$ cat config.mk
export PLATFORM = sky130hd
export DESIGN_NAME = slu_seq
export DESIGN_NICKNAME = d
export VERILOG_FILES = /design/src/rtl/slu_pkg.sv /design/src/rtl/slu_seq.sv
export VERILOG_INCLUDE_DIRS = /design/src /design/src/rtl
export SDC_FILE = /design/constraint.sdc
export NUM_CORES = 1
export LEC_CHECK = 0
export ABC_AREA = 0
export BUFFER_PORTS_ARGS = -buffer_cell sky130_fd_sc_hd__buf_2
export CORE_MARGIN = 2
export CORE_UTILIZATION = 40
export CTS_BUF_LIST = sky130_fd_sc_hd__clkbuf_2
export DETAILED_ROUTE_END_ITERATION = 10
export PLACE_DENSITY = 0.64
export SLEW_MARGIN = 20
export SYNTH_ARGS = -nofsm -noshare
export SYNTH_HDL_FRONTEND = slang
export SYNTH_SLANG_ARGS = --single-unit
$ cat constraint.sdc
create_clock -name clk -period 1.48 [get_ports clk]
set_clock_uncertainty 0.2 [all_clocks]
set_input_delay 0.074 -clock clk [delete_from_list [all_inputs] [get_ports clk]]
set_output_delay 0.074 -clock clk [all_outputs]
set_load 0.03 [all_outputs]
$ cat src/rtl/stereo_linear_upsampler_x16_defines.svh
// assertion macros for the stereo linear upsampler
`ifndef STEREO_LINEAR_UPSAMPLER_X16_DEFINES_SVH
`define STEREO_LINEAR_UPSAMPLER_X16_DEFINES_SVH

`ifndef NO_ASSERTIONS

// same-cycle implication, checked out of reset
`define SLU_ASSERT_NOW(lbl, clk, rst_n, ante, cons, msg) \
	lbl: assert property (@(posedge clk) disable iff (!rst_n) (ante) |-> (cons)) \
		else $error(msg);

// next-cycle implication, checked out of reset
`define SLU_ASSERT_NEXT(lbl, clk, rst_n, ante, cons, msg) \
	lbl: assert property (@(posedge clk) disable iff (!rst_n) (ante) |=> (cons)) \
		else $error(msg);

`else

`define SLU_ASSERT_NOW(lbl, clk, rst_n, ante, cons, msg)
`define SLU_ASSERT_NEXT(lbl, clk, rst_n, ante, cons, msg)

`endif

`endif

$ cat src/rtl/slu_pkg.sv
// shared types and constants of the stereo linear upsampler
package slu_pkg;

	localparam int SAMPLE_W = 16;
	localparam int UPSAMPLE_FACTOR_DEF = 16;
	localparam int SAMPLE_MAX = 32767;
	localparam int SAMPLE_MIN = -32768;

	// per-transaction control from the sequencer to both lanes
	typedef struct packed {
		logic load;
		logic use_prev;
		logic step;
		logic zero_step;
	} slu_lane_ctl_t;

	// one generated output frame
	typedef struct packed {
		logic fire;
		logic run_last;
		logic block_done;
	} slu_emit_t;

endpackage

$ cat src/rtl/slu_seq.sv
// phase sequencer: block state, run phases, input ready and output strobes
`include "stereo_linear_upsampler_x16_defines.svh"

module slu_seq import slu_pkg::*; #(
	parameter int UPSAMPLE_FACTOR = UPSAMPLE_FACTOR_DEF
) (
	input  logic          clk,
	input  logic          arst_n,
	input  logic          in_valid,
	input  logic          block_end,
	input  logic          out_adv,
	output logic          in_ready,
	output slu_lane_ctl_t lane_ctl,
	output slu_emit_t     emit
);

	localparam int PH_BITS = $clog2(UPSAMPLE_FACTOR);
	localparam logic [PH_BITS-1:0] LAST_PHASE = PH_BITS'(UPSAMPLE_FACTOR - 1);

	logic               busy_q;
	logic               interp_q;
	logic               end_q;
	logic               prev_valid_q;
	logic [PH_BITS-1:0] phase_q;

	logic fire;
	logic at_last_phase;
	logic to_copy;
	logic final_step;
	logic load;

	assign fire = busy_q && out_adv;
	assign at_last_phase = (phase_q == LAST_PHASE);
	// interpolation run of a block-ending frame continues with the copy run
	assign to_copy = at_last_phase && interp_q && end_q;
	assign final_step = at_last_phase && !(interp_q && end_q);
	assign in_ready = !busy_q || (fire && final_step);
	assign load = in_valid && in_ready;

	always_comb begin
		lane_ctl.load = load;
		lane_ctl.use_prev = prev_valid_q;
		lane_ctl.step = fire;
		lane_ctl.zero_step = to_copy;
		emit.fire = fire;
		emit.run_last = final_step;
		emit.block_done = final_step && end_q;
	end

	always_ff @(posedge clk or negedge arst_n) begin
		if (!arst_n) begin
			busy_q <= 1'b0;
			interp_q <= 1'b0;
			end_q <= 1'b0;
			prev_valid_q <= 1'b0;
			phase_q <= '0;
		end else if (load) begin
			busy_q <= prev_valid_q || block_end;
			interp_q <= prev_valid_q;
			end_q <= block_end;
			prev_valid_q <= !block_end;
			phase_q <= '0;
		end else if (fire) begin
			if (at_last_phase) begin
				phase_q <= '0;
				if (to_copy) begin
					interp_q <= 1'b0;
				end else begin
					busy_q <= 1'b0;
				end
			end else begin
				phase_q <= phase_q + 1'b1;
			end
		end
	end

	`SLU_ASSERT_NEXT(a_end_closes_block, clk, arst_n, load && block_end, !prev_valid_q && busy_q, "block end did not close the block")
	`SLU_ASSERT_NEXT(a_first_frame_silent, clk, arst_n, load && !prev_valid_q && !block_end, !busy_q, "first frame of a block started a run")
	`SLU_ASSERT_NEXT(a_copy_follows_interp, clk, arst_n, fire && to_copy, busy_q && !interp_q && phase_q == '0, "copy run did not follow interpolation")
	`SLU_ASSERT_NOW(a_done_is_last, clk, arst_n, emit.fire && emit.block_done, emit.run_last, "block done without run last")

endmodule

Yosys cells after proc, flatten, opt, wreduce, memory -nomap -nowiden
Cells that the tools add are included.
{ "op_classes": {"add_sub_neg": 1, "bitwise": 0, "n_reduce_logical": 18, "n_lt_le_gt_ge": 0, "n_mul": 0, "eq_ne": 2, "n_shift": 0, "div_mod_pow": 0, "muxes": 11} }
{ "ops": {"columns": ["op", "count"], "rows": [
  ["4-bit two-way mux", 3],
  ["1-bit logical AND", 8],
  ["1-bit two-way mux", 8],
  ["3-bit AND reduction", 2],
  ["2-bit nonzero test", 3],
  ["4-bit by 1-bit adder with 4-bit output, second input constant", 1],
  ["4-bit equality test, second input constant", 1],
  ["1-bit zero test", 3],
  ["1-bit logical OR", 2],
  ["2-bit by 1-bit inequality test with 1-bit output, second input constant", 1]
]} }
{ "word_totals": {"ramBits": 0, "ff_bits": 8, "n_memories": 0, "rom_bits": 0, "latch_bits": 0, "wordCells": 37} }

Logic depth before layout (Yosys ltp)
{ "depth": {"word_depth": 8, "ltp_mapped": 5} }

Least setup slack after synthesis
Ideal clock, no wire load.
{ "synth_path": {"path_kind": "register to output", "start": "reg phase_q[0]", "end": "out emit[0] (netlist name)", "path_slack_ns": -0.377, "stages_incl_launch_ff": 4, "t_arrival_ns": 1.583, "cell_sequence": "dfrtp_1 -> ha_1 -> nand3_1 -> nor3b_1"} }
{ "synth_lines": {"columns": ["element", "line", "source"], "rows": [
  ["start: declaration", "slu_seq.sv:24", "logic [PH_BITS-1:0] phase_q;"],
  ["start signal: assignment", "slu_seq.sv:72", "phase_q <= phase_q + 1'b1;"],
  ["end: declaration", "slu_seq.sv:14", "output slu_emit_t emit"]
]} }

==> metrics.txt <==
run status finished, violations left; failing checks negative hold slack, negative setup slack; H-tree depth 1; sequential cell area 201 sq um; Cell Int Power 731 uW; io pins 13; final setup fails 8; power share of the clock group 11.0%; GRT Util Overall 17.6%; Netlist Area Pre-Place 559 sq um; startpoint types register; Num CTS Buffers 3; Mapped Avg Cell Area 9.17 sq um; GP Congestion 0.791; final hold vios 4; via density per instance 5.47; Final ANT Viol Nets 0; Max Cap Violations 0; hold slack -0.00729 ns; Sw Ratio 40.7%; Detail Placement HPWL 920 microns; CTS tree done; P_leak 0.368 nW; drt pass-1 iters 4; Pwr Density 1570 nW/um^2; Port-buffer cells 12; Syn Nets 67; Die ar. 1710 sq um; DP Area 678 sq um; Layout Nets 91; crit-path max FO 4; Area Overhead vs Synth 40.7%; fin area 787 sq um; Synth cell types 30; cell accounting for the most synthesized area dfrtp_1; Worst Max-Slew Pin Slew 0.226 ns; root buffer cell clkbuf_2; Slew Viols, Final 0; area of the multi-input gates 347 sq um; Max Clk Rate 0.622 GHz; overall die height 41.4 microns; path type of the worst setup path reg2out; VDD IR-drop max 0.897 mV; vias in the first global route 451; share of the synthesized area in the top cell type 35.8%; worst-path cell chain ha_4, nand4_4, o21ai_4, and2_4, buf_6; Crit path arrival time 1.33 ns; maximum root-to-sink buffer count 2; Slowest-stage cell, CP dfrtp_1; NetSw 503 uW; clk slew on worst S/H paths 0.09 ns; layout cells sized above 1 48.2%; CTS sink count 8; ranking of synthesized cells by area dfrtp_1 36%, buf_4 8.1%, nand2_1 4.0%, nand4_4 3.8%, mux2i_1 3.6%; worst skew pair latency 0.24 ns; site row count 13; combinational group share of total power 57.0%; Core Region 1300 sq um; Layout fillers 126; largest net degree at the start of global routing 11; Seq/Total Area, Yosys 35.8%; Ys Warns 0; Req. time, crit path 1.21 ns; Worst path max stage delay 0.40 ns; Worst Slack Setup Final -0.129 ns; hold crit path type in2async; via count 536; first-pass GRT wire length 1.88 mm; Yosys reg bits 8; GR Overflow Total 0; unrepaired setup endpoints after global routing true; sequential power share 32.0%; Die Span X 41.4 microns; drt wl/cell 13.1 microns; CP Capture Type primary output; Syn Inst Count 61; DRC 0; Final Cycle Share 109%; total power 1.23 mW; antenna violations before repair 0; Post-Route WL 1.28 mm; Max-slew headroom 85.0%; Initial Util 43.0%; Starting DRT DRC Count 3; Antenna Cells 0; post-layout min period 1.61 ns
-- per-stage QoR --
stage                     setup slack (ns)  setup TNS (ns)  hold slack [ns]  std cells  utilization (%)
after floorplan                     -0.155          -0.219           -0.422         61                -
after global placement            -0.00159        -0.00159           -0.265         89             52.1
after detailed placement           -0.0302         -0.0477           -0.265         89             52.1
after CTS                           -0.156          -0.809          0.00231         98             59.6
after global routing                -0.214           -1.27           0.0117         98             60.5
final                               -0.129          -0.572         -0.00729         98             60.5
-- metal layers --
layer	GRT usage (%)	wire, microns
met1	23.6	562
met2	26.6	641
met3	3.19	58
met4	9.68	21
met5	0	0
-- placed cells by master (no fill, tap or decap) --
cell type      netlist  layout
and2_4               0       1
buf_2                2       8
a21oi_1              3       3
a31o_1               1       1
nand3_1              3       2
nor2_1               4       3
o21ai_4              0       1
a22oi_2              0       1
mux2_4               0       1
dlygate4sd3_1        0       3
nand2b_2             1       1
nand3_2              0       1
nand2_1              6       6
a211o_1              1       1
o31ai_1              1       1
a221oi_2             0       1
nand3b_1             1       1
nand4_4              1       1
xnor2_1              1       1
a31oi_1              2       2
o311a_1              1       1
nor3b_2              0       1
buf_4                6      14
buf_6                0       2
clkbuf_2             0       3
inv_1                2       2
dfrtp_2              0       1
nor3b_1              2       1
and2_1               2       1
o211ai_1             1       1
dfrtp_1              8       7
nor2_2               0       1
ha_4                 0       1
nand2b_1             1       1
and2_2               1       1
a21o_1               1       1
mux2i_1              2       2
o21ai_0              2       2
-- cell usage after synthesis --
| master | instances |
|---|---|
| inv_1 | 2 |
| nor2_1 | 4 |
| o21ai_0 | 2 |
| xnor2_1 | 1 |
| nor3b_1 | 2 |
| dfrtp_1 | 8 |
| and2_2 | 1 |
| a21o_1 | 1 |
| and2_1 | 2 |
| a211o_1 | 1 |
| o311a_1 | 1 |
| a221oi_1 | 1 |
| buf_4 | 6 |
| nand2b_2 | 1 |
| o31ai_1 | 1 |
| ha_1 | 1 |
| a31oi_1 | 2 |
| nand3b_1 | 1 |
| a21oi_1 | 3 |
| mux2_1 | 1 |
| mux2i_1 | 2 |
| buf_2 | 2 |
| a31o_1 | 1 |
| nand2b_1 | 1 |
| nand2_1 | 6 |
| o211ai_1 | 1 |
| o21ai_2 | 1 |
| nand3_1 | 3 |
| a22oi_1 | 1 |
| nand4_4 | 1 |
-- flip-flops by register name, indices dropped and copies added (netlist names) --
signal        flops
busy_q            1
prev_valid_q      1
interp_q          1
phase_q           4
end_q             1
-- cells by family (layout without fill, tap and decap cells) --
group                      count (synthesis)  in the layout  synth area share [%]
muxes                                      3              3                  5.59
adders and majority gates                  1              1                  2.24
xor gates and xnor gates                   1              1                  1.57
DFF                                        8              8                  35.8
buffers and inverters                     10             32                  11.2
AOI/OAI and AO/OA                         16             16                  20.1
and+or+nand+nor                           22             22                  23.5
-- repair_timing --
action,in CTS,in global routing
resized for setup,10,2
hold endpoints to repair,12,0
gates cloned,0,0
pin swaps,3,3
endpoints found under the setup margin,9,9
buffers inserted,3,0
hold buffers,3,0
-- critical path: cells and delay by family (launching register included) --
family | cells | cell delay [ns]
buffers and inverters | 1 | 0.12
flip-flops | 1 | 0.40
adder cells (fa/ha/maj) | 1 | 0.18
AND/OR/NAND/NOR | 2 | 0.25
AO/OA/AOI/OAI | 1 | 0.16
-- power groups by stage --
stage	sequential, mW	combinational (mW)	clock, mW
detailed placement	0.401	0.605	0
finish	0.394	0.704	0.136
global route	0.406	0.776	0.146
CTS	0.395	0.684	0.137
global placement	0.395	0.597	0
floorplan	0.410	0.424	0
-- area by class of cell --
type | instances | area share [%]
flip-flops and latches | 8 | 25.6
inverters | 2 | 0.954
multi-input cells | 43 | 44.0
clock buffers | 3 | 1.91
well taps | 15 | 2.38
repair buffers | 27 | 25.1
-- worst paths after layout --
path                             from      endpoint  slack (ns)  depth (start not counted)
max                        phase_q[1]   lane_ctl[3]       -0.13                          5
min                            arst_n    phase_q[2]      -0.007                          2
max reg2reg                phase_q[1]  prev_valid_q       -0.12                          5
min reg2reg                phase_q[3]    phase_q[3]        0.40                          1
max in group asynchronous      arst_n        busy_q        0.90                          2
min in group clk             in_valid      interp_q           0                          3
No activity file was read; power rests on OpenSTA's default activity.
