--- src/rtl/stereo_linear_upsampler_x16_defines.svh ---
// assertion macros for the stereo linear upsampler
`ifndef STEREO_LINEAR_UPSAMPLER_X16_DEFINES_SVH
`define STEREO_LINEAR_UPSAMPLER_X16_DEFINES_SVH

`ifndef NO_ASSERTIONS

// same-cycle implication, checked out of reset
`define SLU_ASSERT_NOW(lbl, clk, rst_n, ante, cons, msg) \
	lbl: assert property (@(posedge clk) disable iff (!rst_n) (ante) |-> (cons)) \
		else $error(msg);

// next-cycle implication, checked out of reset
`define SLU_ASSERT_NEXT(lbl, clk, rst_n, ante, cons, msg) \
	lbl: assert property (@(posedge clk) disable iff (!rst_n) (ante) |=> (cons)) \
		else $error(msg);

`else

`define SLU_ASSERT_NOW(lbl, clk, rst_n, ante, cons, msg)
`define SLU_ASSERT_NEXT(lbl, clk, rst_n, ante, cons, msg)

`endif

`endif

--- src/rtl/slu_pkg.sv ---
// shared types and constants of the stereo linear upsampler
package slu_pkg;

	localparam int SAMPLE_W = 16;
	localparam int UPSAMPLE_FACTOR_DEF = 16;
	localparam int SAMPLE_MAX = 32767;
	localparam int SAMPLE_MIN = -32768;

	// per-transaction control from the sequencer to both lanes
	typedef struct packed {
		logic load;
		logic use_prev;
		logic step;
		logic zero_step;
	} slu_lane_ctl_t;

	// one generated output frame
	typedef struct packed {
		logic fire;
		logic run_last;
		logic block_done;
	} slu_emit_t;

endpackage

--- src/rtl/slu_lane.sv ---
// one channel: held sample, interpolation accumulator, divide and saturate
module slu_lane import slu_pkg::*; #(
	parameter int UPSAMPLE_FACTOR = UPSAMPLE_FACTOR_DEF
) (
	input  logic                       clk,
	input  slu_lane_ctl_t              ctl,
	input  logic signed [SAMPLE_W-1:0] sample,
	output logic signed [SAMPLE_W-1:0] value
);

	localparam int PH_BITS = $clog2(UPSAMPLE_FACTOR);
	localparam int NUM_W = SAMPLE_W + 1 + PH_BITS;
	localparam int DIFF_W = SAMPLE_W + 1;
	localparam int SHIFT = NUM_W + PH_BITS;
	localparam int RECIP_W = SHIFT - PH_BITS + 1;
	localparam longint RECIP_VAL =
		((longint'(1) << SHIFT) + longint'(UPSAMPLE_FACTOR) - 1) / longint'(UPSAMPLE_FACTOR);
	localparam logic [RECIP_W-1:0] RECIP = RECIP_W'(RECIP_VAL);
	localparam logic signed [NUM_W-1:0] FACTOR_S = NUM_W'(UPSAMPLE_FACTOR);
	localparam int PROD_W = NUM_W + RECIP_W;
	localparam int QUO_W = SAMPLE_W + 1;
	localparam int SAT_W = QUO_W + 1;
	localparam logic signed [SAT_W-1:0] SAT_HI = SAT_W'(SAMPLE_MAX);
	localparam logic signed [SAT_W-1:0] SAT_LO = SAT_W'(SAMPLE_MIN);

	logic signed [SAMPLE_W-1:0] prev_q;
	logic signed [NUM_W-1:0]    acc_q;
	logic signed [DIFF_W-1:0]   step_q;

	logic signed [SAMPLE_W-1:0] base;
	logic signed [NUM_W-1:0]    base_ext;
	logic signed [NUM_W-1:0]    start;
	logic signed [DIFF_W-1:0]   diff;
	logic                       neg;
	logic [NUM_W-1:0]           mag;
	logic [PROD_W-1:0]          prod;
	logic [QUO_W-1:0]           quo;
	logic signed [SAT_W-1:0]    res;

	// start of the run: factor times the start sample, slope is the sample step
	assign base = ctl.use_prev ? prev_q : sample;
	assign base_ext = NUM_W'(base);
	assign start = base_ext * FACTOR_S;
	assign diff = DIFF_W'(sample) - DIFF_W'(base);

	always_ff @(posedge clk) begin
		if (ctl.load) begin
			prev_q <= sample;
			acc_q <= start;
			step_q <= diff;
		end else if (ctl.step) begin
			acc_q <= acc_q + NUM_W'(step_q);
			if (ctl.zero_step) begin
				step_q <= '0;
			end
		end
	end

	// truncating divide by the factor via exact reciprocal on the magnitude
	assign neg = acc_q[NUM_W-1];
	assign mag = neg ? $unsigned(-acc_q) : $unsigned(acc_q);
	assign prod = PROD_W'(mag) * PROD_W'(RECIP);
	assign quo = prod[SHIFT +: QUO_W];
	assign res = neg ? -$signed({1'b0, quo}) : $signed({1'b0, quo});

	always_comb begin
		if (res > SAT_HI) begin
			value = SAT_HI[SAMPLE_W-1:0];
		end else if (res < SAT_LO) begin
			value = SAT_LO[SAMPLE_W-1:0];
		end else begin
			value = res[SAMPLE_W-1:0];
		end
	end

endmodule

--- config.mk ---
export PLATFORM = sky130hd
export DESIGN_NAME = slu_lane
export DESIGN_NICKNAME = d
export VERILOG_FILES = /design/src/rtl/stereo_linear_upsampler_x16_defines.svh /design/src/rtl/slu_pkg.sv /design/src/rtl/slu_lane.sv
export SDC_FILE = /design/constraint.sdc
export NUM_CORES = 1
export LEC_CHECK = 0
export BUFFER_PORTS_ARGS = -buffer_cell sky130_fd_sc_hd__buf_4
export CAP_MARGIN = 30
export CORE_MARGIN = 10
export CORE_UTILIZATION = 56
export CTS_CLUSTER_DIAMETER = 100
export DETAILED_ROUTE_END_ITERATION = 6
export PLACE_DENSITY = 0.78
export SYNTH_ARGS = -nofsm -noshare
export SYNTH_HDL_FRONTEND = slang
export SYNTH_SLANG_ARGS = --single-unit
--- constraint.sdc ---
create_clock -name clk -period 3.32 [get_ports clk]
set_input_delay 0.332 -clock clk [delete_from_list [all_inputs] [get_ports clk]]
set_output_delay 0.332 -clock clk [all_outputs]
set_load 0.01 [all_outputs]
After elaboration in Yosys (flattened, before gate mapping):

Index checks and enable logic that the tools add are counted.

* register bits: 54
* latch bits: 0
* memory bits (writable): 0
* ROM bits: 0
* logic and storage cells: 23
* memories: 0

* add/subtract/negate cells: 4
* multipliers: 0
* divide/modulo/power cells: 0
* magnitude comparators: 2
* eq/ne operators: 0
* shifts and indexed selects: 0
* mux-type cells: 10
* bitwise logic cells: 0
* reductions and logical operators: 3

Operators by type and width (count)
* $mux W21: 3
* $mux W17: 3
* $mux W16: 3
* $add A21 B17 Y21: 1
* $neg A21 Y21: 1
* $gt A18 B16 Y1 const B: 1
* $lt A18 B16 Y1 const B: 1
* $mux W18: 1
* $neg A17 Y18: 1
* $sub A16 B16 Y17: 1
* $reduce_bool A2 Y1: 2
* $reduce_and A2 Y1: 1

Longest topological paths before layout:

Gate-level depths: netlist (run 1).

* depth in word-level cells: 7
* depth in mapped cells: 13
* gate-level depth less buffers: 11

Worst setup path before layout (run 1):

No wires, ideal clock.

* kind: input to register
* start: input port ctl[2] in the netlist's numbering
* end: register step_q[16], data pin
* setup time: 0.257 ns
* data arrival time: 3.027 ns
* path slack: 0.036 ns
* stages on the path: 13
* path buffers: 2
* cells stage by stage: clkbuf_1 > clkbuf_1 > nand2_1 > o21ai_0 > ha_1 > fa_1 > nor2b_1 > o21a_1 > o21ai_0 > a2111o_1 > a311oi_1 > o21ai_0 > a32o_1

* word-level cells in the longest chain between the ends: 3

RTL lines
* start, declared: RTL line slu_lane.sv:6 `input slu_lane_ctl_t ctl,`
* $mux W16: RTL line slu_lane.sv:41 `assign base = ctl.use_prev ? prev_q : sample;`
* $sub A16 B16 Y17: RTL line slu_lane.sv:44 `assign diff = DIFF_W'(sample) - DIFF_W'(base);`
* $mux W17: RTL line slu_lane.sv:47 `if (ctl.load) begin`
* end signal, assigned: RTL line slu_lane.sv:50 `step_q <= diff;`
* end, declared: RTL line slu_lane.sv:28 `logic signed [DIFF_W-1:0] step_q;`

Every way passes these cells.
A chain may end at the register's enable or synchronous reset.

Worst setup path in the final report (run 1):

* start: register acc_q[7]
* end: output port value[13]

* word-level cells in the longest chain between the ends: 7

RTL lines
* start, declared: RTL line slu_lane.sv:27 `logic signed [NUM_W-1:0] acc_q;`
* start signal, assigned: RTL line slu_lane.sv:49 `acc_q <= start;`
* start signal, assigned: RTL line slu_lane.sv:52 `acc_q <= acc_q + NUM_W'(step_q);`
* $neg A21 Y21: RTL line slu_lane.sv:61 `assign mag = neg ? $unsigned(-acc_q) : $unsigned(acc_q);`
* $mux W21 *: RTL line slu_lane.sv:61
* $neg A17 Y18: RTL line slu_lane.sv:64 `assign res = neg ? -$signed({1'b0, quo}) : $signed({1'b0, quo});`
* $mux W18 *: RTL line slu_lane.sv:64
* $lt A18 B16 Y1: RTL line slu_lane.sv:69 `end else if (res < SAT_LO) begin`
* $mux W16: RTL line slu_lane.sv:69
* $mux W16 *: RTL line slu_lane.sv:67 `if (res > SAT_HI) begin`
* end, declared: RTL line slu_lane.sv:8 `output logic signed [SAMPLE_W-1:0] value`

Mark *: on every way between the ends. The rest lies on a longest branch, timed or not.

==> metrics.txt, run 1 <==
# TYPE chip_impl_metric gauge
chip_impl_info{name="outcome",value="complete, but fails checks"} 1
chip_impl_info{name="violations_in_the_final_reports",value="setup timing"} 1
chip_impl_metric{name="synth.yosys.seq_area_share",unit="%"} 33.7
chip_impl_metric{name="cp.required",unit="ns"} 2.99
chip_impl_metric{name="largest_net_degree_at_the_start_of_global_routing",unit=""} 29
chip_impl_metric{name="finalWeightedCongestion",unit=""} 0.916
chip_impl_metric{name="design.die.area",unit="mm²"} 0.0124
chip_impl_metric{name="antenna_left",unit=""} 0
chip_impl_metric{name="timing.hold.worst_path_depth",unit=""} 1
chip_impl_metric{name="wl",unit="mm"} 11.5
chip_impl_metric{name="cts.sink_count",unit=""} 54
chip_impl_metric{name="instances_no_fill",unit=""} 657
chip_impl_info{name="cts_tree",value="yes"} 1
chip_impl_metric{name="initial_antenna_violation_count",unit=""} 0
chip_impl_metric{name="track_usage",unit="%"} 17.3
chip_impl_metric{name="cts-buffers-inserted",unit=""} 5
chip_impl_info{name="regToRegStartpoint",value="prev_q[0]$_DFFE_PP_"} 1
chip_impl_metric{name="number_of_library_cell_types_mapped_by_synthesis",unit=""} 69
chip_impl_metric{name="synthesis.area_per_instance",unit="µm²"} 9.72
chip_impl_info{name="maxUsedRoutingLayer",value="met4"} 1
chip_impl_metric{name="post_synth_inst_count",unit=""} 482
chip_impl_metric{name="totalNegativeSetupSlack",unit="ns"} -0.0355
chip_impl_info{name="worstHoldStart",value="sample[0]"} 1
chip_impl_metric{name="hold_buffers",unit=""} 0
chip_impl_metric{name="cts.clk_slew.worst_paths",unit="ns"} 0.10
chip_impl_metric{name="timing_max_transition_violations_final",unit=""} 0
chip_impl_info{name="timing.rr.end",value="step_q[16]$_SDFFCE_PN0P_"} 1
chip_impl_metric{name="clk-insertion-delay-late",unit="ns"} 0.31
chip_impl_metric{name="syn_nets",unit=""} 542
chip_impl_metric{name="ys.warnings.count",unit=""} 0
chip_impl_metric{name="routed_via_density",unit=""} 6.26
chip_impl_info{name="post-synth-top-area-cell",value="sky130_fd_sc_hd__edfxtp_1"} 1
chip_impl_info{name="ctsRootBufferMaster",value="sky130_fd_sc_hd__clkbuf_8"} 1
chip_impl_metric{name="worst-endpoint-arrival",unit="ns"} 3.02
chip_impl_metric{name="routed_wire_length_per_instance",unit="µm"} 17.6
chip_impl_metric{name="max_cap_violations",unit=""} 0
chip_impl_metric{name="antenna_cells_inserted",unit=""} 0
chip_impl_metric{name="synth_seq_cells",unit=""} 54
chip_impl_metric{name="pin_count",unit=""} 37
chip_impl_metric{name="setup_viol",unit=""} 1
chip_impl_metric{name="wl_met2",unit="mm"} 5.56
chip_impl_metric{name="route.vias.total",unit=""} 4112
chip_impl_metric{name="finalHoldViolations",unit=""} 0
chip_impl_info{name="synth.area.top_cells",value="sky130_fd_sc_hd__edfxtp_1 (32%), sky130_fd_sc_hd__ha_1 (9.9%), sky130_fd_sc_hd__xnor2_1 (4.1%)"} 1
chip_impl_metric{name="synth-async-reset-ratio",unit="%"} 0
chip_impl_metric{name="htreeDepth",unit=""} 2
chip_impl_metric{name="detail_route.drc_violations",unit=""} 0
chip_impl_metric{name="ctsLongestPathBuffers",unit=""} 2
chip_impl_metric{name="timing.critical_path.fanout_max",unit=""} 5
chip_impl_metric{name="finalInstanceArea",unit="mm²"} 0.00566
chip_impl_metric{name="grt_first_pass_wirelength",unit="mm"} 18.8
chip_impl_metric{name="reg2reg_depth",unit=""} 11
chip_impl_metric{name="first_global_vias",unit=""} 4069
chip_impl_metric{name="drtIter0Drc",unit=""} 299
chip_impl_metric{name="timing.hold.ws",unit="ns"} 0.206
chip_impl_metric{name="vdd.ir_drop.worst",unit="V"} 0.000288
chip_impl_info{name="hold_end",value="prev_q[0]$_DFFE_PP_"} 1
chip_impl_metric{name="number_of_enable_flip_flop_cells_after_synthesis",unit=""} 50
chip_impl_metric{name="synth_top_cell_area_share",unit="%"} 32.0
chip_impl_metric{name="coreArea",unit="mm²"} 0.00818
chip_impl_metric{name="detailed_place.area",unit="mm²"} 0.00516
chip_impl_metric{name="r2r_setup_slack",unit="ns"} 0.15
chip_impl_info{name="postSynth.topFlopCell",value="sky130_fd_sc_hd__edfxtp_1"} 1
chip_impl_metric{name="setup_slack",unit="ns"} -0.0355
chip_impl_info{name="setup.worst_path.end_class",value="output pin"} 1
chip_impl_metric{name="post_synth_instance_area",unit="mm²"} 0.00469
chip_impl_metric{name="dieHeight",unit="µm"} 111
chip_impl_metric{name="leakage",unit="nW"} 2.25
chip_impl_metric{name="slew_headroom",unit="%"} 56.6
chip_impl_metric{name="max_freq",unit="MHz"} 298
chip_impl_info{name="crit_path_launch_type",value="register"} 1
chip_impl_metric{name="initial_utilization",unit="%"} 57.3
chip_impl_metric{name="dpl.cell_count",unit=""} 627
chip_impl_metric{name="met3RoutedLength",unit="µm"} 528
chip_impl_metric{name="port-buffer-count",unit=""} 36
chip_impl_metric{name="detail_route.wirelength.met1",unit="mm"} 5.25
chip_impl_metric{name="worstMarginPinSlew",unit="ns"} 0.650
chip_impl_metric{name="synthToLayoutAreaGrowth",unit="%"} 20.8
chip_impl_info{name="cell_with_the_most_instances_after_synthesis",value="sky130_fd_sc_hd__edfxtp_1"} 1
chip_impl_info{name="crit_type",value="register to output pin"} 1
chip_impl_metric{name="power_per_cell_area",unit="mW/mm²"} 508
chip_impl_metric{name="fin_crit_sh",unit="%"} 101
chip_impl_metric{name="drive_gt1_share",unit="%"} 25.7
chip_impl_metric{name="finalWorstPathRequiredPeriod",unit="ns"} 3.36
chip_impl_metric{name="drt_pass_1_iters",unit=""} 5
chip_impl_metric{name="dpl.hpwl",unit="mm"} 8.58
chip_impl_metric{name="number_of_core_rows",unit=""} 33
chip_impl_metric{name="global_route.overflow_total",unit=""} 0
chip_impl_metric{name="pre_cts_ws",unit="ns"} -0.0266
chip_impl_metric{name="fin_nets",unit=""} 611
chip_impl_info{name="post_synth_most_frequent_cells",value="sky130_fd_sc_hd__edfxtp_1 (50), sky130_fd_sc_hd__ha_1 (37), sky130_fd_sc_hd__nor2_1 (35)"} 1
chip_impl_metric{name="p_total",unit="mW"} 2.88
chip_impl_metric{name="finalClockSkew",unit="ns"} 0.00555
chip_impl_info{name="rsz_0062_raised_after_global_routing",value="true"} 1
chip_impl_metric{name="die_width",unit="µm"} 111
chip_impl_info{name="worstHoldPathType",value="primary input to register"} 1
chip_impl_metric{name="layout.core_utilization",unit="%"} 69.2
==> worst max-delay path, cell delays in order, from the launching register on <==
cell and delay, ns:
sky130_fd_sc_hd__edfxtp_1 0.47, sky130_fd_sc_hd__buf_6 0.17, sky130_fd_sc_hd__or4_4 0.55, sky130_fd_sc_hd__o21ai_4 0.22, sky130_fd_sc_hd__a32o_2 0.18, sky130_fd_sc_hd__nand2_2 0.10, sky130_fd_sc_hd__buf_4 0.19, sky130_fd_sc_hd__nor4_2 0.33
sky130_fd_sc_hd__xnor2_1 0.21, sky130_fd_sc_hd__o22ai_2 0.12, sky130_fd_sc_hd__buf_4 0.17
==> state kept, by name (all words and copies together), names as in the netlist <==
signal and flops:
prev_q 16, step_q 17, acc_q 21
==> logic make-up after synthesis <==
| family | share of synthesized area [%] |
|---|---|
| AND/OR/NAND/NOR | 16.5 |
| adder cells (fa/ha/maj) | 10.7 |
| buffers and inverters | 3.50 |
| multiplexers | 4.06 |
| AO/OA/AOI/OAI | 24.5 |
| XOR/XNOR | 6.91 |
| flip-flops | 33.7 |
==> cell type report <==
class / count / area (µm²)
multi-input cells: 392 / 3150
inverters: 18 / 67.6
clock inverters: 2 / 37.5
flip-flops and latches: 54 / 1590
clock buffers: 6 / 72.6
well taps: 105 / 131
repair buffers: 80 / 616
fillers: 641 / 2510
==> worst max path at each step <==
stage / start / endpoint / depth (start not counted)
after global placement: ctl[2] / step_q[16]$_SDFFCE_PN0P_ / 12
after floorplan: ctl[2] / step_q[16]$_SDFFCE_PN0P_ / 13
final: acc_q[7]$_DFFE_PP_ / value[13] / 10
after CTS: acc_q[1]$_SDFFE_PP0P_ / value[10] / 11
after detailed placement: ctl[2] / step_q[16]$_SDFFCE_PN0P_ / 12
after global routing: acc_q[0]$_SDFFE_PP0P_ / value[12] / 11
==> routing by layer <==
layer,GRT usage [%],vias to the layer above
met5,0,-
met4,4.03,0
met3,2.84,20
met2,30.3,138
met1,21.7,1948
li1,-,2006
==> timing repair <==
action	4_1_cts	5_1_grt
buffers inserted	10	11
resized for setup	27	20
pin swaps	10	30
endpoints found under the setup margin	15	17
cloned	1	0
==> power by group <==
part / switching [mW] / internal (mW) / leakage (nW)
Combinational: 0.801 / 0.693 / 1.65
Clock: 0.214 / 0.225 / 0.0514
Sequential: 0.0890 / 0.855 / 0.551
Total: 1.10 / 1.77 / 2.25
==> cells in the final DEF (no fill, tap or decap), types with 6 or more instances in the layout <==
cell type	netlist	layout
sky130_fd_sc_hd__nor2_1	35	35
sky130_fd_sc_hd__buf_4	0	76
sky130_fd_sc_hd__edfxtp_1	50	50
sky130_fd_sc_hd__ha_1	37	36
sky130_fd_sc_hd__o22ai_1	14	14
sky130_fd_sc_hd__nor3_1	19	17
sky130_fd_sc_hd__o22ai_2	10	10
sky130_fd_sc_hd__nand2_1	29	27
sky130_fd_sc_hd__a21oi_1	19	19
sky130_fd_sc_hd__inv_1	16	16
sky130_fd_sc_hd__xor2_1	15	13
sky130_fd_sc_hd__xnor2_1	22	22
sky130_fd_sc_hd__nand3_1	9	9
sky130_fd_sc_hd__o21a_1	10	10
sky130_fd_sc_hd__a211oi_1	7	6
sky130_fd_sc_hd__nand2b_1	6	6
sky130_fd_sc_hd__a21o_1	14	14
sky130_fd_sc_hd__mux2i_1	19	18
sky130_fd_sc_hd__o21ai_0	25	23
Power figures use the tool's default switching activity.
==> inputs of run 2 (changes only) <==
- CELL_PAD_IN_SITES_DETAIL_PLACEMENT: not set -> 1
- CELL_PAD_IN_SITES_GLOBAL_PLACEMENT: not set -> 1
- CORE_UTILIZATION: 56 -> 30
- PLACE_DENSITY: 0.78 -> not set
- PLACE_DENSITY_LB_ADDON: not set -> 0.1
==> run 2 against run 1 <==
Compared with the run above: the flow still finishes with violations (setup timing); largest cell class unchanged; worst hold slack improved by 0.019 ns; sequential power fell by 0.7%; first-iteration DRC count fell by 66%; clock power rose by 24%; die area rose by 69%; non-clock buffer count rose by 22; critical path type unchanged; fmax fell by 0.20%; global-route usage fell by 4.5 points; setup slack got worse by 0.0068 ns; via count rose by 0.44%.
==> metrics.txt, run 2 (synthesis results as in run 1) <==
# TYPE chip_impl_metric gauge
chip_impl_metric{name="grt_first_pass_wirelength",unit="mm"} 22.8
chip_impl_info{name="top_register",value="acc_q"} 1
chip_impl_metric{name="detail_route.drc_violations",unit=""} 0
chip_impl_metric{name="design.die.area",unit="mm²"} 0.0210
chip_impl_info{name="worstPathCellList",value="or4_4 -> o21ai_2 -> xor2_1 -> ha_2 -> o31ai_4 -> buf_6 -> or4_4 -> o41ai_2 -> xnor2_1 -> o22ai_2 -> buf_4"} 1
chip_impl_metric{name="cellInternalPower",unit="mW"} 1.89
chip_impl_metric{name="largest_net_degree_at_the_start_of_global_routing",unit=""} 29
chip_impl_metric{name="drt_pass_1_iters",unit=""} 4
chip_impl_metric{name="cp.required",unit="ns"} 2.99
chip_impl_metric{name="wl",unit="mm"} 14.0
chip_impl_info{name="largestRegisters",value="acc_q x21, step_q x17, prev_q x16"} 1
chip_impl_metric{name="swShare",unit="%"} 38.2
chip_impl_metric{name="coreArea",unit="mm²"} 0.0153
chip_impl_metric{name="drive_gt1_share",unit="%"} 28.4
chip_impl_metric{name="leakage",unit="nW"} 2.40
chip_impl_metric{name="vdd.ir_drop.worst",unit="V"} 0.000193
chip_impl_metric{name="die_width",unit="µm"} 145
chip_impl_metric{name="cts.clk_slew.worst_paths",unit="ns"} 0.08
chip_impl_info{name="critical_path.slowest_cell",value="sky130_fd_sc_hd__or4_4"} 1
chip_impl_metric{name="setup_viol",unit=""} 3
chip_impl_metric{name="dpl.hpwl",unit="mm"} 10.4
chip_impl_metric{name="worstMarginPinSlew",unit="ns"} 0.686
chip_impl_metric{name="finalClockSkew",unit="ns"} 0.00963
chip_impl_metric{name="dpl.cell_count",unit=""} 745
chip_impl_metric{name="initial_antenna_violation_count",unit=""} 0
chip_impl_metric{name="global_route.overflow_total",unit=""} 0
chip_impl_metric{name="route.vias.total",unit=""} 4130
chip_impl_info{name="ctsRootBufferMaster",value="sky130_fd_sc_hd__clkbuf_16"} 1
chip_impl_info{name="most-common-layout-cells",value="sky130_fd_sc_hd__buf_4 (91), sky130_fd_sc_hd__edfxtp_1 (50), sky130_fd_sc_hd__ha_1 (36)"} 1
chip_impl_metric{name="synthToLayoutAreaGrowth",unit="%"} 28.3
chip_impl_metric{name="slew_headroom",unit="%"} 54.1
chip_impl_metric{name="number_of_flip_flops_under_the_largest_register_name",unit=""} 21
chip_impl_metric{name="fin_nets",unit=""} 633
chip_impl_metric{name="setup_slack",unit="ns"} -0.0423
chip_impl_metric{name="clk-insertion-delay-late",unit="ns"} 0.30
chip_impl_metric{name="track_usage",unit="%"} 12.8
chip_impl_info{name="regToRegStartpoint",value="acc_q[4]$_DFFE_PP_"} 1
chip_impl_metric{name="worst-endpoint-arrival",unit="ns"} 3.03
chip_impl_info{name="cell_occurring_most_often_along_the_worst_timing_path",value="sky130_fd_sc_hd__or4_4"} 1
chip_impl_info{name="grt_busiest_layer",value="met2"} 1
chip_impl_info{name="setup.worst_path.end_class",value="output pin"} 1
chip_impl_metric{name="finalHoldViolations",unit=""} 0
chip_impl_info{name="worstHoldPathType",value="primary input to register"} 1
chip_impl_metric{name="crit_path_max_cell_delay",unit="ns"} 0.55
chip_impl_metric{name="fin_crit_sh",unit="%"} 101
chip_impl_metric{name="routed_via_density",unit=""} 5.26
chip_impl_info{name="mostFrequentLayoutCell",value="sky130_fd_sc_hd__buf_4"} 1
chip_impl_metric{name="cts.sink_count",unit=""} 54
chip_impl_metric{name="timing.hold.ws",unit="ns"} 0.225
chip_impl_metric{name="globalRouteMet2Util",unit="%"} 21.6
chip_impl_metric{name="grt.met1_usage",unit="%"} 16.8
chip_impl_metric{name="timing_max_transition_violations_final",unit=""} 0
chip_impl_info{name="crit_type",value="register to output pin"} 1
chip_impl_metric{name="share_of_total_power_in_the_clock_network",unit="%"} 17.8
chip_impl_metric{name="cts-buffers-inserted",unit=""} 5
chip_impl_metric{name="globalRouteMet3Util",unit="%"} 1.77
chip_impl_metric{name="pin_count",unit=""} 37
chip_impl_metric{name="timing.critical_path.fanout_max",unit=""} 3
chip_impl_metric{name="finalWorstPathRequiredPeriod",unit="ns"} 3.36
chip_impl_info{name="outcome",value="complete, but fails checks"} 1
chip_impl_metric{name="netSwitchingPower",unit="mW"} 1.17
chip_impl_metric{name="share_comb_of_total_power",unit="%"} 51.5
chip_impl_metric{name="finalWeightedCongestion",unit=""} 0.853
chip_impl_metric{name="ctsLongestPathBuffers",unit=""} 2
chip_impl_metric{name="routed_wire_length_per_instance",unit="µm"} 17.8
chip_impl_metric{name="dieHeight",unit="µm"} 145
chip_impl_metric{name="antenna_cells_inserted",unit=""} 0
chip_impl_metric{name="first_global_vias",unit=""} 4359
chip_impl_metric{name="port-buffer-count",unit=""} 36
chip_impl_metric{name="initial_utilization",unit="%"} 30.7
chip_impl_info{name="worstHoldStart",value="sample[15]"} 1
chip_impl_metric{name="max_cap_violations",unit=""} 0
chip_impl_info{name="crit_path_launch_type",value="register"} 1
chip_impl_metric{name="number_of_core_rows",unit=""} 45
chip_impl_metric{name="totalNegativeSetupSlack",unit="ns"} -0.0596
chip_impl_metric{name="instances_no_fill",unit=""} 785
chip_impl_info{name="critical_path_launch_point",value="acc_q[1]$_SDFFE_PP0P_"} 1
chip_impl_metric{name="seq_power_share",unit="%"} 30.7
chip_impl_metric{name="antenna_left",unit=""} 0
chip_impl_metric{name="pre_cts_ws",unit="ns"} 0.0139
chip_impl_metric{name="htreeDepth",unit=""} 2
chip_impl_metric{name="power_per_cell_area",unit="mW/mm²"} 508
chip_impl_info{name="rsz_0062_raised_after_global_routing",value="true"} 1
chip_impl_info{name="violations_in_the_final_reports",value="setup timing"} 1
chip_impl_metric{name="max_freq",unit="MHz"} 297
chip_impl_metric{name="drtIter0Drc",unit=""} 101
chip_impl_info{name="cts_tree",value="yes"} 1
chip_impl_metric{name="layout.filler_cells",unit=""} 1749
==> run 2: cell count changes in the layout (fill, tap and decap cells not counted), moves of 4 or more <==
cell                        change
sky130_fd_sc_hd__buf_4         +15
sky130_fd_sc_hd__buf_6          +6
sky130_fd_sc_hd__clkbuf_16      +5
sky130_fd_sc_hd__clkbuf_8       -4
==> run 2: final timing paths <==
check	to	slack, ns	cells past startpoint
min	prev_q[15]$_DFFE_PP_	0.23	1
min reg2reg	acc_q[0]$_SDFFE_PP0P_	0.57	2
max	value[10]	-0.04	11
max reg2reg	acc_q[17]$_DFFE_PP_	0.25	10
==> run 2: cell type report <==
class	instances	area [µm²]	area share, %
clock buffers	7	143	2.37
clock inverters	1	5.00	0.0832
repair buffers	102	823	13.7
multi-input cells	392	3120	52.0
well taps	211	264	4.39
inverters	18	67.6	1.12
flip-flops and latches	54	1590	26.4
==> run 2: critical path, delay by kind of cell, from the launching register on <==
family | cells | cell delay [ns]
DFF | 1 | 0.35
adders and majority gates | 1 | 0.25
AOI/OAI and AO/OA | 4 | 0.40
buffers and inverters | 2 | 0.31
and+or+nand+nor | 2 | 1.02
xor gates and xnor gates | 2 | 0.41
==> run 2: per-stage QoR <==
stage | power, mW | util (%) | instance area [µm²]
finish | 3.06 | 39.4 | 6010
global route | 3.28 | 39.4 | 6010
CTS | 3.00 | 38.1 | 5810
detailed placement | 2.32 | 35.3 | 5390
global placement | 2.29 | 35.3 | 5390
floorplan | 1.86 | - | 4690
==> run 2: power by group through the flow <==
stage	registers [mW]	logic (mW)	clock network [mW]
after floorplan	0.931	0.932	0
after global placement	0.947	1.34	0
after detailed placement	0.949	1.37	0
after CTS	0.935	1.50	0.564
after global routing	0.949	1.74	0.588
final	0.937	1.57	0.546
==> run 2: layer usage <==
layer / wire (µm) / share of wire (%) / vias up
li1: - / - / 2053
met1: 6760 / 48 / 2021
met2: 6770 / 48 / 50
met3: 353 / 2.5 / 6
met4: 99 / 0.71 / 0
met5: 0 / 0 / -
==> run 2: timing repair <==
action,4_1_cts,5_1_grt
pin swaps,13,19
gates resized for setup,29,21
hold buffers,0,0
endpoints found under the setup margin,15,17
buffers inserted,15,18
cloned,1,0
==> inputs of run 3 (changes only) <==
--- a/config.mk
+++ b/config.mk
@@ -13,3 +13,3 @@
 export CORE_UTILIZATION = 30
-export CTS_CLUSTER_DIAMETER = 100
+export CTS_BUF_LIST = sky130_fd_sc_hd__clkbuf_4
 export DETAILED_ROUTE_END_ITERATION = 6
--- a/constraint.sdc
+++ b/constraint.sdc
@@ -3,2 +3,2 @@
 set_output_delay 0.332 -clock clk [all_outputs]
-set_load 0.01 [all_outputs]
+set_load 0.005 [all_outputs]
==> run 3 against run 2 <==
Compared with the run above: the run still ends with setup timing left; die area unchanged; sequential power barely moved; worst hold slack worse by 0.11 ns; sequential cell count unchanged; largest cell class unchanged; largest power group unchanged.
==> metrics.txt, run 3 (synthesis results as in run 1) <==
# TYPE chip_impl_metric gauge
chip_impl_metric{name="slew_headroom",unit="%"} 51.9
chip_impl_metric{name="layout.filler_cells",unit=""} 1744
chip_impl_metric{name="fin_nets",unit=""} 625
chip_impl_metric{name="dieHeight",unit="µm"} 145
chip_impl_info{name="crit_path_launch_type",value="register"} 1
chip_impl_metric{name="cp_num_buf_inv",unit=""} 4
chip_impl_info{name="worstHoldPathType",value="primary input to register"} 1
chip_impl_metric{name="finalClockSkew",unit="ns"} 0.0143
chip_impl_metric{name="detailed_place.area",unit="mm²"} 0.00539
chip_impl_metric{name="setup_viol",unit=""} 15
chip_impl_metric{name="pin_count",unit=""} 37
chip_impl_info{name="cts_tree",value="yes"} 1
chip_impl_metric{name="finalHoldViolations",unit=""} 0
chip_impl_info{name="largestRegisters",value="acc_q x21, step_q x17, prev_q x16"} 1
chip_impl_metric{name="drive_gt1_share",unit="%"} 27.9
chip_impl_metric{name="dpl.cell_count",unit=""} 745
chip_impl_metric{name="detail_route.drc_violations",unit=""} 0
chip_impl_metric{name="dpl.hpwl",unit="mm"} 10.3
chip_impl_metric{name="cp.required",unit="ns"} 2.99
chip_impl_metric{name="cts-buffers-inserted",unit=""} 5
chip_impl_metric{name="worstMarginPinSlew",unit="ns"} 0.721
chip_impl_metric{name="max_cap_violations",unit=""} 0
chip_impl_metric{name="layout.core_utilization",unit="%"} 38.4
chip_impl_metric{name="antenna_left",unit=""} 0
chip_impl_metric{name="coreArea",unit="mm²"} 0.0153
chip_impl_metric{name="setup_slack",unit="ns"} -0.153
chip_impl_metric{name="instances_no_fill",unit=""} 777
chip_impl_metric{name="initial_antenna_violation_count",unit=""} 0
chip_impl_metric{name="global_route.overflow_total",unit=""} 0
chip_impl_info{name="ctsRootBufferMaster",value="sky130_fd_sc_hd__clkbuf_4"} 1
chip_impl_metric{name="die_width",unit="µm"} 145
chip_impl_metric{name="number_of_core_rows",unit=""} 45
chip_impl_info{name="worstPathCellList",value="or4_4 -> o21ai_2 -> xor2_1 -> ha_2 -> o31ai_2 -> nor2_4 -> buf_4 -> a41oi_2 -> a211oi_4 -> buf_6 -> clkbuf_16 -> o22ai_2 -> buf_4"} 1
chip_impl_metric{name="finalWeightedCongestion",unit=""} 0.850
chip_impl_metric{name="max_freq",unit="MHz"} 288
chip_impl_metric{name="clk-insertion-delay-late",unit="ns"} 0.39
chip_impl_metric{name="wl",unit="mm"} 13.5
chip_impl_metric{name="track_usage",unit="%"} 12.4
chip_impl_metric{name="routed_via_density",unit=""} 5.25
chip_impl_info{name="outcome",value="complete, but fails checks"} 1
chip_impl_metric{name="routed_wire_length_per_instance",unit="µm"} 17.3
chip_impl_metric{name="crit_path_max_cell_delay",unit="ns"} 0.55
chip_impl_metric{name="timing_max_transition_violations_final",unit=""} 0
chip_impl_metric{name="largest_net_degree_at_the_start_of_global_routing",unit=""} 29
chip_impl_info{name="rsz_0062_raised_after_global_routing",value="true"} 1
chip_impl_metric{name="port-buffer-count",unit=""} 36
chip_impl_metric{name="design.die.area",unit="mm²"} 0.0210
chip_impl_info{name="top_register",value="acc_q"} 1
chip_impl_metric{name="leakage",unit="nW"} 2.31
chip_impl_metric{name="htreeDepth",unit=""} 2
chip_impl_metric{name="hold_buffers",unit=""} 0
chip_impl_info{name="most-common-layout-cells",value="sky130_fd_sc_hd__buf_4 (85), sky130_fd_sc_hd__edfxtp_1 (50), sky130_fd_sc_hd__ha_1 (36)"} 1
chip_impl_metric{name="synthToLayoutAreaGrowth",unit="%"} 24.9
chip_impl_metric{name="power_per_cell_area",unit="mW/mm²"} 473
chip_impl_metric{name="first_global_vias",unit=""} 4307
chip_impl_metric{name="worst-endpoint-arrival",unit="ns"} 3.14
chip_impl_metric{name="route.vias.total",unit=""} 4077
chip_impl_info{name="cell_occurring_most_often_along_the_worst_timing_path",value="sky130_fd_sc_hd__buf_4"} 1
chip_impl_metric{name="antenna_cells_inserted",unit=""} 0
chip_impl_metric{name="cts.clk_slew.worst_paths",unit="ns"} 0.16
chip_impl_metric{name="drt_pass_1_iters",unit=""} 4
chip_impl_metric{name="fin_crit_sh",unit="%"} 105
chip_impl_info{name="mostFrequentLayoutCell",value="sky130_fd_sc_hd__buf_4"} 1
chip_impl_metric{name="cts.sink_count",unit=""} 54
chip_impl_info{name="crit_type",value="register to output pin"} 1
chip_impl_metric{name="ctsLongestPathBuffers",unit=""} 2
chip_impl_metric{name="vdd.ir_drop.worst",unit="V"} 0.000163
chip_impl_metric{name="drtIter0Drc",unit=""} 120
chip_impl_metric{name="finalWorstPathRequiredPeriod",unit="ns"} 3.47
chip_impl_metric{name="timing.hold.ws",unit="ns"} 0.119
chip_impl_metric{name="timing.critical_path.fanout_max",unit=""} 7
chip_impl_info{name="setup.worst_path.end_class",value="output pin"} 1
chip_impl_metric{name="finalInstanceArea",unit="mm²"} 0.00585
chip_impl_info{name="worst_path_dominant_cell_family",value="simple AND/OR/NAND/NOR gates"} 1
chip_impl_metric{name="initial_utilization",unit="%"} 30.7
chip_impl_metric{name="p_total",unit="mW"} 2.77
chip_impl_metric{name="grt_first_pass_wirelength",unit="mm"} 22.2
chip_impl_metric{name="number_of_flip_flops_under_the_largest_register_name",unit=""} 21
chip_impl_info{name="critical_path.slowest_cell",value="sky130_fd_sc_hd__or4_4"} 1
chip_impl_info{name="violations_in_the_final_reports",value="setup timing"} 1
run 3: cell types whose count changed in the layout (fill, tap and decap cells not counted), sizes merged:
| cell | previous run | this run |
|---|---|---|
| clkinv | 3 | 2 |
| buf | 102 | 93 |
| clkbuf | 7 | 9 |
run 3: layer usage:
| metal | up-vias | track usage, % | wire (µm) |
|---|---|---|---|
| met4 | 0 | 3.17 | 152 |
| met5 | - | 0 | 0 |
| met2 | 47 | 20.6 | 6350 |
| met1 | 1976 | 16.5 | 6610 |
| met3 | 9 | 1.71 | 331 |
| li1 | 2045 | - | - |
run 3: worst paths after layout:
path              cells past startpoint  slack (ns)                        to             startpoint
setup / recovery                     13       -0.15                 value[13]  acc_q[1]$_SDFFE_PP0P_
hold / removal                        1        0.12      prev_q[15]$_DFFE_PP_             sample[15]
setup reg to reg                     11        0.28  step_q[16]$_SDFFCE_PN0P_    prev_q[0]$_DFFE_PP_
hold reg to reg                       2        0.58     acc_q[0]$_SDFFE_PP0P_  acc_q[0]$_SDFFE_PP0P_
run 3: area by class of cell:
type	instances	area (µm²)	area share, %
Timing Repair Buffer	94	762	13.0
Tap cell	211	264	4.51
Multi-Input combinational cell	392	3110	53.2
Inverter	18	67.6	1.15
Sequential cell	54	1590	27.1
Clock buffer	8	60.1	1.03
run 3: through the flow:
| stage | setup WS [ns] | setup TNS, ns |
|---|---|---|
| after floorplan | 0.0357 | 0 |
| after global placement | 0.0964 | 0 |
| after detailed placement | 0.0431 | 0 |
| after CTS | -0.154 | -1.77 |
| after global routing | -0.277 | -3.84 |
| final | -0.153 | -2.02 |
run 3: where the power goes:
| part | internal, mW | switching, mW | total (mW) |
|---|---|---|---|
| combinational | 0.718 | 0.789 | 1.51 |
| sequential | 0.854 | 0.0836 | 0.938 |
| clock | 0.110 | 0.217 | 0.327 |
| total | 1.68 | 1.09 | 2.77 |
run 3: repair_timing:
item	CTS	global route
hold endpoints to repair	0	0
setup buffers	15	7
pin swaps	11	12
endpoints found under the setup margin	15	17
cloned	0	2
resized for setup	26	20
